File: src/sgeg_pkg.sv
// ----------------------------------------------------------------------------
// sgeg_pkg
// Types, codes and constants of the selection graph event generator.
// ----------------------------------------------------------------------------
package sgeg_pkg;

    localparam int K_MAX_DEF     = 48;
    localparam int INTR_MAX_DEF  = 8;
    localparam int TIME_FRAC_DEF = 16;

    localparam int LIN_W     = 6;
    localparam int CNT_W     = 6;
    localparam int CFG_IDX_W = 3;
    localparam int LOG_STEPS = 31;

    localparam logic [27:0] LN2_Q28 = 28'd186065279;

    localparam logic CMD_START = 1'b0;
    localparam logic CMD_EVENT = 1'b1;

    localparam logic [CFG_IDX_W-1:0] REG_SAMPLE_SIZE    = 3'd0;
    localparam logic [CFG_IDX_W-1:0] REG_SELECTION_RATE = 3'd1;
    localparam logic [CFG_IDX_W-1:0] REG_EXTRA_BRANCHES = 3'd2;
    localparam logic [CFG_IDX_W-1:0] REG_TIME_LIMIT     = 3'd3;
    localparam logic [CFG_IDX_W-1:0] REG_BLOCK_NODES    = 3'd4;

    typedef enum logic [2:0] {
        K_LEAF   = 3'd0,
        K_COAL   = 3'd1,
        K_SEL    = 3'd2,
        K_SLICE  = 3'd3,
        K_BOUNDS = 3'd4,
        K_DONE   = 3'd5
    } t_kind;

    typedef enum logic [4:0] {
        S_IDLE, S_LEAF, S_DONE, S_LOAD, S_NORM, S_SQ, S_LV, S_MULA, S_MULB,
        S_RND, S_DSTART, S_DIV, S_TIME, S_APPLY, S_EVAL, S_EMIT, S_SLB,
        S_SLICE, S_BOUNDS
    } t_state;

    typedef struct packed {
        logic  take;
        logic  start;
        logic  load;
        logic  norm;
        logic  sq;
        logic  lv;
        logic  mula;
        logic  mulb;
        logic  rnd;
        logic  dstart;
        logic  tsum;
        logic  apply;
        logic  eval;
        logic  slice_begin;
        logic  emit;
        t_kind kind;
        logic  last;
    } t_cmd;

    typedef struct packed {
        logic [LIN_W-1:0] lineages;
        logic [3:0]       intr;
        logic             running;
        logic             coal;
        logic             ovf;
        logic             slice;
        logic             m_norm;
        logic             div_done;
        logic             out_free;
    } t_stat;

endpackage

File: src/sgeg_ctrl.sv
// ----------------------------------------------------------------------------
// sgeg_ctrl
// Sequencer for start runs, event arithmetic and record emission.
// ----------------------------------------------------------------------------
module sgeg_ctrl (
    input  logic            i_clk,
    input  logic            i_rst_n,
    input  logic            i_in_valid,
    input  logic            i_in_cmd,
    output logic            o_in_ready,
    input  sgeg_pkg::t_stat i_stat,
    output sgeg_pkg::t_cmd  o_cmd
);
    localparam int CW = sgeg_pkg::CNT_W;

    sgeg_pkg::t_state r_state, n_state;
    logic [CW-1:0]    r_cnt, n_cnt;
    logic [CW-1:0]    w_sel_end;

    assign w_sel_end = CW'(i_stat.intr) + CW'(1);

    always_ff @(posedge i_clk) begin
        if (!i_rst_n) begin
            r_state <= sgeg_pkg::S_IDLE;
            r_cnt   <= '0;
        end else begin
            r_state <= n_state;
            r_cnt   <= n_cnt;
        end
    end

    always_comb begin
        n_state    = r_state;
        n_cnt      = r_cnt;
        o_in_ready = 1'b0;
        o_cmd      = '0;
        o_cmd.kind = sgeg_pkg::K_LEAF;
        case (r_state)
            sgeg_pkg::S_IDLE: begin
                o_in_ready = 1'b1;
                if (i_in_valid) begin
                    o_cmd.take = 1'b1;
                    n_cnt      = '0;
                    if (i_in_cmd == sgeg_pkg::CMD_EVENT) begin
                        n_state = i_stat.running ? sgeg_pkg::S_LOAD : sgeg_pkg::S_DONE;
                    end else begin
                        o_cmd.start = 1'b1;
                        n_state     = sgeg_pkg::S_LEAF;
                    end
                end
            end
            sgeg_pkg::S_LEAF: begin
                if (r_cnt == i_stat.lineages) begin
                    n_state = sgeg_pkg::S_IDLE;
                end else if (i_stat.out_free) begin
                    o_cmd.emit = 1'b1;
                    o_cmd.kind = sgeg_pkg::K_LEAF;
                    o_cmd.last = (r_cnt == i_stat.lineages - CW'(1));
                    n_cnt      = r_cnt + CW'(1);
                    if (o_cmd.last) begin
                        n_state = sgeg_pkg::S_IDLE;
                    end
                end
            end
            sgeg_pkg::S_DONE: begin
                if (i_stat.out_free) begin
                    o_cmd.emit = 1'b1;
                    o_cmd.kind = sgeg_pkg::K_DONE;
                    o_cmd.last = 1'b1;
                    n_state    = sgeg_pkg::S_IDLE;
                end
            end
            sgeg_pkg::S_LOAD: begin
                o_cmd.load = 1'b1;
                n_state    = sgeg_pkg::S_NORM;
            end
            sgeg_pkg::S_NORM: begin
                if (i_stat.m_norm) begin
                    n_cnt   = '0;
                    n_state = sgeg_pkg::S_SQ;
                end else begin
                    o_cmd.norm = 1'b1;
                end
            end
            sgeg_pkg::S_SQ: begin
                o_cmd.sq = 1'b1;
                n_cnt    = r_cnt + CW'(1);
                if (r_cnt == CW'(sgeg_pkg::LOG_STEPS - 1)) begin
                    n_state = sgeg_pkg::S_LV;
                end
            end
            sgeg_pkg::S_LV: begin
                o_cmd.lv = 1'b1;
                n_state  = sgeg_pkg::S_MULA;
            end
            sgeg_pkg::S_MULA: begin
                o_cmd.mula = 1'b1;
                n_state    = sgeg_pkg::S_MULB;
            end
            sgeg_pkg::S_MULB: begin
                o_cmd.mulb = 1'b1;
                n_state    = sgeg_pkg::S_RND;
            end
            sgeg_pkg::S_RND: begin
                o_cmd.rnd = 1'b1;
                n_state   = sgeg_pkg::S_DSTART;
            end
            sgeg_pkg::S_DSTART: begin
                o_cmd.dstart = 1'b1;
                n_state      = sgeg_pkg::S_DIV;
            end
            sgeg_pkg::S_DIV: begin
                if (i_stat.div_done) begin
                    n_state = sgeg_pkg::S_TIME;
                end
            end
            sgeg_pkg::S_TIME: begin
                o_cmd.tsum = 1'b1;
                n_state    = sgeg_pkg::S_APPLY;
            end
            sgeg_pkg::S_APPLY: begin
                o_cmd.apply = 1'b1;
                n_cnt       = '0;
                n_state     = (!i_stat.coal && i_stat.ovf) ? sgeg_pkg::S_EMIT
                                                           : sgeg_pkg::S_EVAL;
            end
            sgeg_pkg::S_EVAL: begin
                o_cmd.eval = 1'b1;
                n_state    = sgeg_pkg::S_EMIT;
            end
            sgeg_pkg::S_EMIT: begin
                if (i_stat.out_free) begin
                    o_cmd.emit = 1'b1;
                    if (i_stat.coal) begin
                        o_cmd.kind = sgeg_pkg::K_COAL;
                        o_cmd.last = !i_stat.slice;
                        n_state    = i_stat.slice ? sgeg_pkg::S_SLB : sgeg_pkg::S_IDLE;
                    end else if (i_stat.ovf) begin
                        o_cmd.kind = sgeg_pkg::K_SEL;
                        o_cmd.last = 1'b1;
                        n_state    = sgeg_pkg::S_IDLE;
                    end else begin
                        o_cmd.kind = sgeg_pkg::K_SEL;
                        o_cmd.last = (r_cnt == w_sel_end) && !i_stat.slice;
                        n_cnt      = r_cnt + CW'(1);
                        if (r_cnt == w_sel_end) begin
                            n_state = i_stat.slice ? sgeg_pkg::S_SLB : sgeg_pkg::S_IDLE;
                        end
                    end
                end
            end
            sgeg_pkg::S_SLB: begin
                o_cmd.slice_begin = 1'b1;
                n_cnt             = '0;
                n_state           = sgeg_pkg::S_SLICE;
            end
            sgeg_pkg::S_SLICE: begin
                if (r_cnt == i_stat.lineages) begin
                    n_state = sgeg_pkg::S_BOUNDS;
                end else if (i_stat.out_free) begin
                    o_cmd.emit = 1'b1;
                    o_cmd.kind = sgeg_pkg::K_SLICE;
                    n_cnt      = r_cnt + CW'(1);
                end
            end
            sgeg_pkg::S_BOUNDS: begin
                if (i_stat.out_free) begin
                    o_cmd.emit = 1'b1;
                    o_cmd.kind = sgeg_pkg::K_BOUNDS;
                    o_cmd.last = 1'b1;
                    n_state    = sgeg_pkg::S_IDLE;
                end
            end
            default: begin
                n_state = sgeg_pkg::S_IDLE;
            end
        endcase
    end
endmodule

File: config.mk
export PLATFORM = sky130hd
export DESIGN_NAME = sgeg_ctrl
export DESIGN_NICKNAME = d
export VERILOG_FILES = /design/src/sgeg_pkg.sv /design/src/sgeg_ctrl.sv
export SDC_FILE = /design/constraint.sdc
export NUM_CORES = 1
export LEC_CHECK = 0
export ABC_AREA = 0
export BUFFER_PORTS_ARGS = -buffer_cell sky130_fd_sc_hd__buf_2
export CAP_MARGIN = 20
export CORE_MARGIN = 5
export CORE_UTILIZATION = 47
export CTS_CLUSTER_DIAMETER = 200
export DETAILED_ROUTE_END_ITERATION = 7
export PLACE_DENSITY_LB_ADDON = 0.08
export SYNTH_ARGS = -nofsm -noshare
export SYNTH_HDL_FRONTEND = slang
export SYNTH_SLANG_ARGS = --single-unit
File: constraint.sdc
create_clock -name i_clk -period 2.27 [get_ports i_clk]
set_input_delay 0.454 -clock i_clk [delete_from_list [all_inputs] [get_ports i_clk]]
set_output_delay 0.454 -clock i_clk [all_outputs]
set_load 0.01 [all_outputs]
# Word-level counts from Yosys, hierarchy flattened
# Cells that the tools add are included.
classes:
  eq_ne: 36
  muxes: 54
  reduce_logical: 11
  addsub: 3
op_table:
  columns: ["op", "n"]
  rows:
  - ["5-bit 2-to-1 mux", 19]
  - ["5-bit case mux with 18 select lines", 1]
  - ["6-bit 2-to-1 mux", 7]
  - ["5-bit by 4-bit == test with 1-bit output, second input constant", 8]
  - ["6-bit case mux with 6 select lines", 1]
  - ["5-bit by 3-bit == test with 1-bit output, second input constant", 4]
  - ["4-bit case mux with 5 select lines", 1]
  - ["1-bit 2-to-1 mux", 18]
  - ["2-bit inequality test, second input constant", 9]
  - ["5-bit == test, second input constant", 3]
  - ["6-bit == test", 2]
  - ["5-bit by 2-bit == test with 1-bit output, second input constant", 2]
  - ["10-bit AND reduction", 1]
  - ["4-bit 2-to-1 mux", 2]
  - ["8-bit AND reduction", 1]
  - ["6-bit by 1-bit adder with 6-bit output, second input constant", 1]
  - ["6-bit by 5-bit == test with 1-bit output", 1]
  - ["6-bit by 5-bit == test with 1-bit output, second input constant", 1]
  - ["2-bit 2-to-1 mux", 3]
  - ["3-bit inequality test, second input constant", 2]
  - ["6-bit nonzero test", 1]
  - ["2-bit OR reduction", 3]
  - ["6-bit by 1-bit subtractor with 6-bit output, second input constant", 1]
  - ["4-bit by 1-bit adder with 5-bit output, second input constant", 1]
  - ["8 further kinds", 11]
word_totals:
  register_bits: 11
  out_inout_bits: 20
  wordCells: 106
  input_bits: 21

# Logic depth before layout (Yosys ltp)
# Gate-level depths: netlist of the first run.
logic_depth:
  ltp_word: 7
  ltp_mapped: 8
  ltp_nobuf: 8

# Least setup slack after synthesis of the first run
# No wires, ideal clock.
synth_path:
  path_type: "input-to-output"
  from: "input i_stat[11] (netlist name)"
  to: "output o_cmd[0] (netlist name)"
  required_time_ps: 1816
  setup_slack_ps: 19
  n_path_buf: 0
  stages: 8
  t_arrival_ps: 1797
  path_cell_list: "inv_1 > ha_1 > xor2_1 > nand2_1 > or4_4 > nor3_1 > a21oi_1 > nand2_1"
synth_lines:
  columns: ["element", "line", "text"]
  rows:
  - ["start: declaration", "sgeg_ctrl.sv:11", "input sgeg_pkg::t_stat i_stat,"]
  - ["end: declaration", "sgeg_ctrl.sv:12", "output sgeg_pkg::t_cmd o_cmd"]

==> results of run 1 <==
per-layer routing:
layer	track usage	vias to the layer above	part of all wire
met2	0.3972	61	0.50
li1	-	837	-
met5	0	-	0
met3	0.03077	2	0.064
met4	0.05959	0	0.0025
met1	0.3102	807	0.43
through the flow:
step | instances | utilization | TNS [ns]
floorplan | 188 | - | 0
CTS | 293 | 0.6828 | -0.4090
finish | 295 | 0.7013 | -0.4277
global route | 295 | 0.7013 | -1.031
global placement | 284 | 0.6269 | -0.9826
detailed placement | 284 | 0.6269 | -1.383
final cells by class:
| cell class | count | area [µm²] | area share |
|---|---|---|---|
| multi-input cells | 158 | 1224 | 0.5860 |
| clock inverters | 1 | 5.005 | 0.002397 |
| clock buffers | 3 | 22.52 | 0.01078 |
| flip-flops and latches | 11 | 225.2 | 0.1078 |
| inverters | 9 | 38.79 | 0.01857 |
| well taps | 33 | 41.29 | 0.01977 |
| repair buffers | 80 | 531.8 | 0.2546 |
power by group:
group | switching [mW] | internal [mW] | leakage [nW]
Combinational | 0.612 | 0.524 | 0.791
Clock | 0.0730 | 0.0653 | 0.0177
Sequential | 0.0657 | 0.233 | 0.0912
cell families after synthesis:
logic type / share of synthesized area
and+or+nand+nor: 0.3523
AOI/OAI and AO/OA: 0.2638
xor gates and xnor gates: 0.1218
buffers and inverters: 0.05871
DFF: 0.1542
adders and majority gates: 0.03506
muxes: 0.01402
how the worst max path moves through the flow:
| stage | depth (start not counted) | to | slack [ns] | startpoint |
|---|---|---|---|---|
| after floorplan | 8 | o_cmd[0] | 0.02 | i_stat[11] |
| after global placement | 10 | o_cmd[0] | -0.19 | i_stat[11] |
| after detailed placement | 8 | o_cmd[1] | -0.23 | i_stat[11] |
| after CTS | 8 | o_cmd[1] | -0.14 | i_stat[11] |
| after global routing | 10 | o_cmd[0] | -0.21 | i_stat[11] |
| final | 10 | o_cmd[0] | -0.12 | i_stat[11] |
worst min-delay path, stage by stage:
cell and delay (ns):
buf_2 0.14, nand2_1 0.07, mux2i_1 0.06
sequential cells by signal (all words and copies together), names as in the netlist:
| register | count |
|---|---|
| r_state | 5 |
| r_cnt | 6 |
cells in the mapped netlist (4+ instances only):
cell type / n
xor2_1: 7
xnor2_1: 11
nand2b_1: 10
nor3_1: 12
inv_1: 9
nand3_1: 7
clkbuf_1: 4
buf_2: 4
dfxtp_1: 11
ha_1: 4
nand2_1: 14
a21oi_1: 9
nor2_1: 20
repair_timing:
item,in CTS,in global routing
endpoints found under the setup margin,4,16
cloned,0,0
setup buffers,5,2
pin swaps,16,6
gates resized for setup,24,10
hold buffers,0,0
==> results.py, run 1 <==
metrics = {
    "status": {
        "failed_checks": "negative setup slack",
        "status": "finished with violations",
    },
    "routing": {
        "detail-route-antenna-nets": 0,
        "drt_drc_violations_left": 0,
        "drtIter0Drc": 115,
        "route.final.wire_length_um": 4726,
        "avgViaCountPerCell": 5.786,
        "wl_per_cell_um": 16.02,
        "via_count": 1707,
        "first_pass_iters": 4,
    },
    "floorplan": {
        "die_area_mm2": 0.004240,
        "io_pins": 41,
        "design.core.area_mm2": 0.002978,
        "die_width_um": 65.12,
        "placement_rows": 20,
        "chipHeight_um": 65.12,
        "initial_core_util": 0.4794,
    },
    "yosys": {
        "synth_seq_area_share": 0.1543,
        "ys_types": 59,
        "postSynthAreaPerCell_um2": 7.594,
        "biggest_area_consumer_among_synthesized_cells": "dfxtp_1",
        "synthFlopType": "dfxtp_1",
        "postSynthNetCount": 213,
        "yosys.area.top_type_share": 0.1543,
        "syn-cell-area_mm2": 0.001428,
        "ys_warn_count": 0,
        "synth_async_sr_flop_share": 0,
        "synth_enable_flop_cells": 0,
        "synth.ff_latch_count": 11,
        "synth_top_cells_by_area": "dfxtp_1, xnor2_1, nor2_1",
        "netlist_instances": 188,
    },
    "sta": {
        "hold_viol_final": 0,
        "max_slew_margin": 0.6801,
        "fin_skew_ns": 0.01162,
        "max_freq_ghz": 0.4186,
        "postLayoutSetupSlackWorst_ns": -0.1191,
        "report.final.setup_viol": 6,
        "worst_margin_slew_ns": 0.4765,
        "period_needed_ns": 2.389,
        "rsz0062_at_grt": "yes",
        "min_period_over_period": 1.052,
        "final_max_slew_viols": 0,
        "hold-worst-slack_ns": 0.4822,
    },
    "cells_and_area": {
        "stdcell_area_mm2": 0.002088,
        "layout-drive-gt1-share": 0.4656,
        "most_used_cells_in_the_layout_excluding_fill_and_tap_cells": "buf_2, buf_4, nor2_1",
        "finalNetCount": 288,
        "area_growth_syn_to_layout_pct": 46.28,
        "mostFrequentLayoutCell": "buf_2",
        "num_antenna_cells": 0,
        "layout.filler_cells": 269,
    },
    "worst_setup_path": {
        "timing.critical_path.mode_cell": "nand2_1",
        "worst_ep_arrival_time_ns": 1.94,
        "critPathMaxFanout": 2,
        "rr_worst_depth": 9,
        "critPathTopFamily": "simple AND/OR/NAND/NOR gates",
        "worst_r2r_startpoint": "r_cnt[0]",
        "setup.worst_path.start_class": "primary input",
        "path_cells": "buf_8 -> inv_4 -> ha_4 -> xor2_1 -> nand2_1 -> or4_4 -> nor3_4 -> a21oi_2 -> nand2_1 -> buf_2",
        "critical_setup_path_kind": "primary input to primary output",
        "critical_path.max_stage_delay_ns": 0.53,
        "worst-r2r-setup-slack_ns": 0,
        "worst_path_max_delay_cell": "or4_4",
        "crit_buf_inv": 3,
        "r2r-end": "r_state[1]",
        "worstSetupEndpointType": "primary output",
        "cp.required_ns": 1.82,
    },
    "clock_tree": {
        "clock_tree.root_cell": "clkbuf_4",
        "cts_tree": "built",
        "clkLatencyLatePin_ns": 0.28,
        "tritoncts_num_sinks": 11,
        "cts_max_level": 1,
        "clkSlewWorstSetupHoldPaths_ns": 0.08,
        "tritoncts.num_buffers": 3,
        "ctsLongestPathBuffers": 2,
    },
    "hold_path": {
        "worst_hold_path_ep": "r_state[1]",
        "min_path_type": "primary input to flip-flop",
        "hold_depth": 3,
        "hp-start": "i_rst_n",
    },
    "power": {
        "finalPower_mw": 1.574,
        "power_density_mw_per_mm2": 753.7,
        "power_leakage_nw": 0.9001,
        "ir_drop_mv": 0.6282,
    },
    "global_routing": {
        "grt_max_degree": 13,
        "grt_usage": 0.2330,
        "first_global_vias": 1722,
        "remaining_global_route_overflow": 0,
        "global_route_wire_length_before_repair_um": 7900,
        "initial_antenna_violation_count": 0,
    },
    "place": {
        "io_buffer_count": 40,
        "dp_hpwl_um": 3604,
        "postPlaceCellArea_mm2": 0.001867,
        "globalplace.congestion": 0.9145,
        "placement_stage_worst_setup_slack_ns": -0.2348,
    },
    "job": {
        "drv.max_cap_violation_count": 0,
    },
}
(Power assumes the default switching activity.)
==> run 2: changes to the inputs <==
Settings changed: BUFFER_PORTS_ARGS -buffer_cell sky130_fd_sc_hd__buf_2 to -buffer_cell sky130_fd_sc_hd__buf_4, CAP_MARGIN 20 to 25.
==> run 2 against run 1 <==
Effect of this change: the run still ends with negative setup slack left; count of clock-buffer cells in the layout grew 1; critical path depth is 2 lower; worst setup slack got worse by 0.011 ns; flip-flop and latch count unchanged; core utilization up 1.5 points; clock power shrank 4%; hold slack got worse by 0.0091 ns; sequential share of layout area about the same; critical path type is now flip-flop to primary output; critical endpoint is now o_cmd[4]; largest power group unchanged.
==> results.py, run 2 (synthesis results as in run 1) <==
metrics = {
    "clock_tree": {
        "clkSlewWorstSetupHoldPaths_ns": 0.07,
        "cts_tree": "built",
        "clkLatencyLatePin_ns": 0.26,
        "clock_tree.root_cell": "clkbuf_4",
        "tritoncts_num_sinks": 11,
        "cts_max_level": 1,
        "tritoncts.num_buffers": 3,
        "ctsLongestPathBuffers": 2,
        "hold_buffers": 0,
    },
    "global_routing": {
        "remaining_global_route_overflow": 0,
        "first_global_vias": 1603,
        "grt_usage": 0.2175,
        "global_route_wire_length_before_repair_um": 7383,
        "initial_antenna_violation_count": 0,
        "grt_max_degree": 15,
    },
    "sta": {
        "worst_margin_slew_ns": 0.4634,
        "fin_skew_ns": 0.001399,
        "hold_viol_final": 0,
        "postLayoutSetupSlackWorst_ns": -0.1302,
        "period_needed_ns": 2.400,
        "final.setup.tns_ns": -0.3903,
        "max_slew_margin": 0.6888,
        "rsz0062_at_grt": "yes",
        "report.final.setup_viol": 4,
        "hold-worst-slack_ns": 0.4731,
        "max_freq_ghz": 0.4166,
        "min_period_over_period": 1.057,
        "final_max_slew_viols": 0,
    },
    "cells_and_area": {
        "biggestRegsByFlops": "r_cnt: 6 flops, r_state: 5 flops",
        "layout-drive-gt1-share": 0.4440,
        "num_antenna_cells": 0,
        "utilization": 0.7160,
        "regMostFlops": "r_cnt",
        "finalNetCount": 285,
        "max_ffs_per_register": 6,
        "area_growth_syn_to_layout_pct": 49.34,
        "layout.filler_cells": 229,
        "most_used_cells_in_the_layout_excluding_fill_and_tap_cells": "buf_4, nor2_1, nand2_1",
        "mostFrequentLayoutCell": "buf_4",
    },
    "floorplan": {
        "placement_rows": 20,
        "die_area_mm2": 0.004240,
        "chipHeight_um": 65.12,
        "design.core.area_mm2": 0.002978,
        "initial_core_util": 0.4794,
        "die_width_um": 65.12,
        "io_pins": 41,
    },
    "worst_setup_path": {
        "worstSetupEndpointType": "primary output",
        "critPathTopFamily": "simple AND/OR/NAND/NOR gates",
        "setup.worst_path.start_class": "flip-flop",
        "critical_path.endpoint": "o_cmd[4]",
        "r2r-end": "r_state[1]",
        "worst_path_max_delay_cell": "or4_4",
        "critical_path.max_stage_delay_ns": 0.55,
        "critPathMaxFanout": 2,
        "rr_worst_depth": 8,
        "cp.required_ns": 1.82,
        "crit_buf_inv": 2,
        "critical_setup_path_kind": "flip-flop to primary output",
        "path_cells": "xor2_2 -> or4_4 -> buf_6 -> nor2_4 -> o21ai_1 -> a21oi_1 -> nor2_1 -> buf_4",
        "critical_path_depth": 8,
        "critical_path.startpoint": "r_cnt[5]",
        "worst_ep_arrival_time_ns": 1.95,
        "worst_r2r_startpoint": "r_cnt[3]",
        "worst-r2r-setup-slack_ns": 0.08,
    },
    "status": {
        "status": "finished with violations",
        "failed_checks": "negative setup slack",
    },
    "routing": {
        "avgViaCountPerCell": 5.688,
        "wl_per_cell_um": 15.38,
        "detail-route-antenna-nets": 0,
        "via_count": 1661,
        "first_pass_iters": 4,
        "drtIter0Drc": 120,
        "drt_drc_violations_left": 0,
        "route.final.wire_length_um": 4490,
    },
    "place": {
        "dp_hpwl_um": 3539,
        "globalplace.congestion": 0.9769,
        "placement_stage_worst_setup_slack_ns": -0.2133,
        "io_buffer_count": 40,
    },
    "power": {
        "ir_drop_mv": 0.5403,
        "power_leakage_nw": 0.8977,
        "power_density_mw_per_mm2": 742.8,
        "finalPower_mw": 1.584,
    },
    "job": {
        "drv.max_cap_violation_count": 0,
    },
    "hold_path": {
        "min_path_type": "primary input to flip-flop",
    },
}
## run 2: where the power goes
group / leakage (nW) / total (mW) / switching (mW) / internal, mW
registers: 0.0924 / 0.318 / 0.0831 / 0.235
clock network: 0.0150 / 0.133 / 0.0646 / 0.0680
logic: 0.790 / 1.13 / 0.577 / 0.556
total: 0.898 / 1.58 / 0.725 / 0.859
## run 2: how the worst min path moves through the flow
stage,end,slack (ns),cells past startpoint,startpoint
floorplan,r_cnt[4],0.55,2,r_cnt[4]
global placement,r_state[1],0.63,2,r_state[1]
detailed placement,r_state[1],0.64,2,r_state[1]
CTS,r_state[1],0.47,3,i_rst_n
global route,r_state[1],0.47,3,i_rst_n
finish,r_state[1],0.47,3,i_rst_n
## run 2: worst reg2reg max path, stage by stage (launching register included)
cell and delay, ns:
dfxtp_2 0.34, xor2_2 0.15, buf_4 0.13, xor2_1 0.16
or4_4 0.45, buf_4 0.16, o31ai_4 0.27, and3_4 0.28
mux2i_1 0.17
## run 2: layout make-up
type / instances / area [µm²] / area share
clock buffer: 4 / 26.28 / 0.01232
multi-input combinational: 158 / 1201 / 0.5634
timing repair buffer: 77 / 596.8 / 0.2799
inverter: 9 / 36.28 / 0.01702
tap: 33 / 41.29 / 0.01937
sequential: 11 / 230.2 / 0.1080
## run 2: stage by stage
| step | instances | instance area (µm²) |
|---|---|---|
| final | 292 | 2132 |
| after global routing | 292 | 2132 |
| after CTS | 291 | 2083 |
| after detailed placement | 285 | 1974 |
| after global placement | 285 | 1974 |
| after floorplan | 188 | 1428 |
## run 2: repair_timing
action                                  in CTS  in global routing
gates cloned                                 0                  0
hold endpoints to repair                     0                  0
pin swaps                                   13                  9
buffers inserted                             2                  1
endpoints found under the setup margin       4                 17
resized for setup                           18                 11
## run 2: layer usage
layer,GRT usage,wire (µm)
met2,0.3780,2227
met1,0.2860,1970
met3,0.02735,252
met5,0,0
met4,0.05181,38
==> run 3: changes to the inputs <==
Settings changed: HOLD_SLACK_MARGIN set to 0.08, RECOVER_POWER set to 100.
==> run 3 against run 2 <==
Effect of this change: the flow still finishes with violations (negative setup slack); clock skew is 0.0016 ns higher; design area shrank 2.0%; global-route usage unchanged; core utilization is 1.4 points lower; sequential power about the same; combinational power fell by 4%; critical path depth unchanged; via count decreased by 1.6%; non-clock buffer count stayed put; sequential share of layout area up 0.16 points; maximum frequency hardly changed; register-to-register slack got worse by 0.05 ns; critical path type unchanged.
==> results.py, run 3 (synthesis results as in run 1) <==
metrics = {
    "power": {
        "seqPwrFrac": 0.205,
        "finalPower_mw": 1.540,
        "power.internal_uw": 823.0,
        "net-switching-power_uw": 717.5,
        "power.share.switching": 0.4657,
        "power_density_mw_per_mm2": 737.2,
        "ir_drop_mv": 0.4969,
        "power_frac_clock": 0.085,
        "power_leakage_nw": 0.8579,
        "fraction_of_power_consumed_by_combinational_cells": 0.710,
    },
    "sta": {
        "hold_viol_final": 0,
        "worst_margin_slew_ns": 0.4634,
        "max_slew_margin": 0.6888,
        "report.final.setup_viol": 5,
        "fin_skew_ns": 0.002963,
        "postLayoutSetupSlackWorst_ns": -0.1310,
        "min_period_over_period": 1.058,
        "rsz0062_at_grt": "yes",
        "max_freq_ghz": 0.4165,
        "period_needed_ns": 2.401,
        "final_max_slew_viols": 0,
    },
    "cells_and_area": {
        "regMostFlops": "r_cnt",
        "utilization": 0.7017,
        "finalNetCount": 285,
        "mostFrequentLayoutCell": "buf_4",
        "layout-drive-gt1-share": 0.4015,
        "most_used_cells_in_the_layout_excluding_fill_and_tap_cells": "buf_4, nor2_1, nand2_1",
        "num_antenna_cells": 0,
        "max_ffs_per_register": 6,
        "biggestRegsByFlops": "r_cnt: 6 flops, r_state: 5 flops",
        "area_growth_syn_to_layout_pct": 46.36,
    },
    "worst_setup_path": {
        "critical_setup_path_kind": "flip-flop to primary output",
        "cp.required_ns": 1.82,
        "worst_ep_arrival_time_ns": 1.95,
        "setup.worst_path.start_class": "flip-flop",
        "critPathMaxFanout": 2,
        "worstSetupEndpointType": "primary output",
    },
    "routing": {
        "detail-route-antenna-nets": 0,
        "drtIter0Drc": 98,
        "route.final.wire_length_um": 4439,
        "drt_drc_violations_left": 0,
        "via_count": 1634,
        "wl_per_cell_um": 15.20,
        "first_pass_iters": 4,
        "avgViaCountPerCell": 5.596,
    },
    "global_routing": {
        "grt_max_degree": 15,
        "grt_usage": 0.2175,
        "remaining_global_route_overflow": 0,
        "global_route_wire_length_before_repair_um": 7383,
        "initial_antenna_violation_count": 0,
        "first_global_vias": 1603,
    },
    "status": {
        "failed_checks": "negative setup slack",
        "status": "finished with violations",
    },
    "floorplan": {
        "io_pins": 41,
        "die_width_um": 65.12,
        "chipHeight_um": 65.12,
        "initial_core_util": 0.4794,
        "die_area_mm2": 0.004240,
        "design.core.area_mm2": 0.002978,
        "placement_rows": 20,
    },
    "clock_tree": {
        "clkSlewWorstSetupHoldPaths_ns": 0.07,
        "cts_tree": "built",
        "cts_max_level": 1,
        "tritoncts_num_sinks": 11,
        "ctsLongestPathBuffers": 2,
        "hold_buffers": 0,
        "tritoncts.num_buffers": 3,
        "clock_tree.root_cell": "clkbuf_4",
        "clkLatencyLatePin_ns": 0.26,
    },
    "place": {
        "io_buffer_count": 40,
        "globalplace.congestion": 0.9769,
        "dp_hpwl_um": 3539,
    },
    "hold_path": {
        "min_path_type": "primary input to flip-flop",
    },
    "job": {
        "drv.max_cap_violation_count": 0,
    },
}
==> run 3: area by class of cell <==
class	count	area, µm²
well taps	33	41.29
repair buffers	77	566.8
multi-input cells	158	1190
inverters	9	36.28
fillers	241	888.4
clock buffers	4	26.28
flip-flops and latches	11	229.0
==> run 3: layer usage <==
metal,vias up,global-route usage,part of all wire
met5,-,0,0
met3,6,0.02735,0.050
met2,41,0.3780,0.50
met4,0,0.05181,0.0086
met1,760,0.2860,0.45
li1,827,-,-
==> run 3: what timing repair did <==
item,CTS,global route
setup endpoints to repair,4,17
hold endpoints to repair,0,0
pin swaps,13,9
gates resized for setup,18,11
setup buffers,2,1
==> run 3: critical path, stage by stage, from the launching register on <==
cell,delay [ns]
dfxtp_4,0.36
xor2_2,0.14
or4_4,0.55
buf_6,0.14
nor2_4,0.07
o21ai_1,0.06
a21oi_1,0.15
nor2_1,0.06
buf_4,0.14
==> run 3: path summary, 6_finish.rpt <==
kind,start,to,slack [ns],cells past startpoint
max reg2reg,r_cnt[3],r_state[1],0.03,8
max,r_cnt[5],o_cmd[4],-0.13,8
min reg2reg,r_state[1],r_state[1],0.56,2
min,i_rst_n,r_state[1],0.48,3
==> run 3: through the flow <==
stage          cell area [µm²]  hold slack, ns  setup WS, ns  setup TNS, ns  cells
2_1_floorplan             1428          0.5517       0.01920              0    188
3_3_place_gp              1974          0.6345       -0.1909        -0.9501    285
3_5_place_dp              1974          0.6362       -0.2133         -1.039    285
4_1_cts                   2083          0.4732       -0.1077        -0.3875    291
5_1_grt                   2090          0.4717       -0.1950         -1.049    292
6_report                  2090          0.4756       -0.1310        -0.3930    292
==> run 3: power groups by stage <==
stage / clock network [mW] / logic, mW / registers, mW
after global routing: 0.152 / 1.19 / 0.325
after global placement: 0 / 1.04 / 0.313
after detailed placement: 0 / 1.06 / 0.311
after CTS: 0.137 / 1.09 / 0.308
after floorplan: 0 / 0.731 / 0.263
final: 0.131 / 1.09 / 0.316
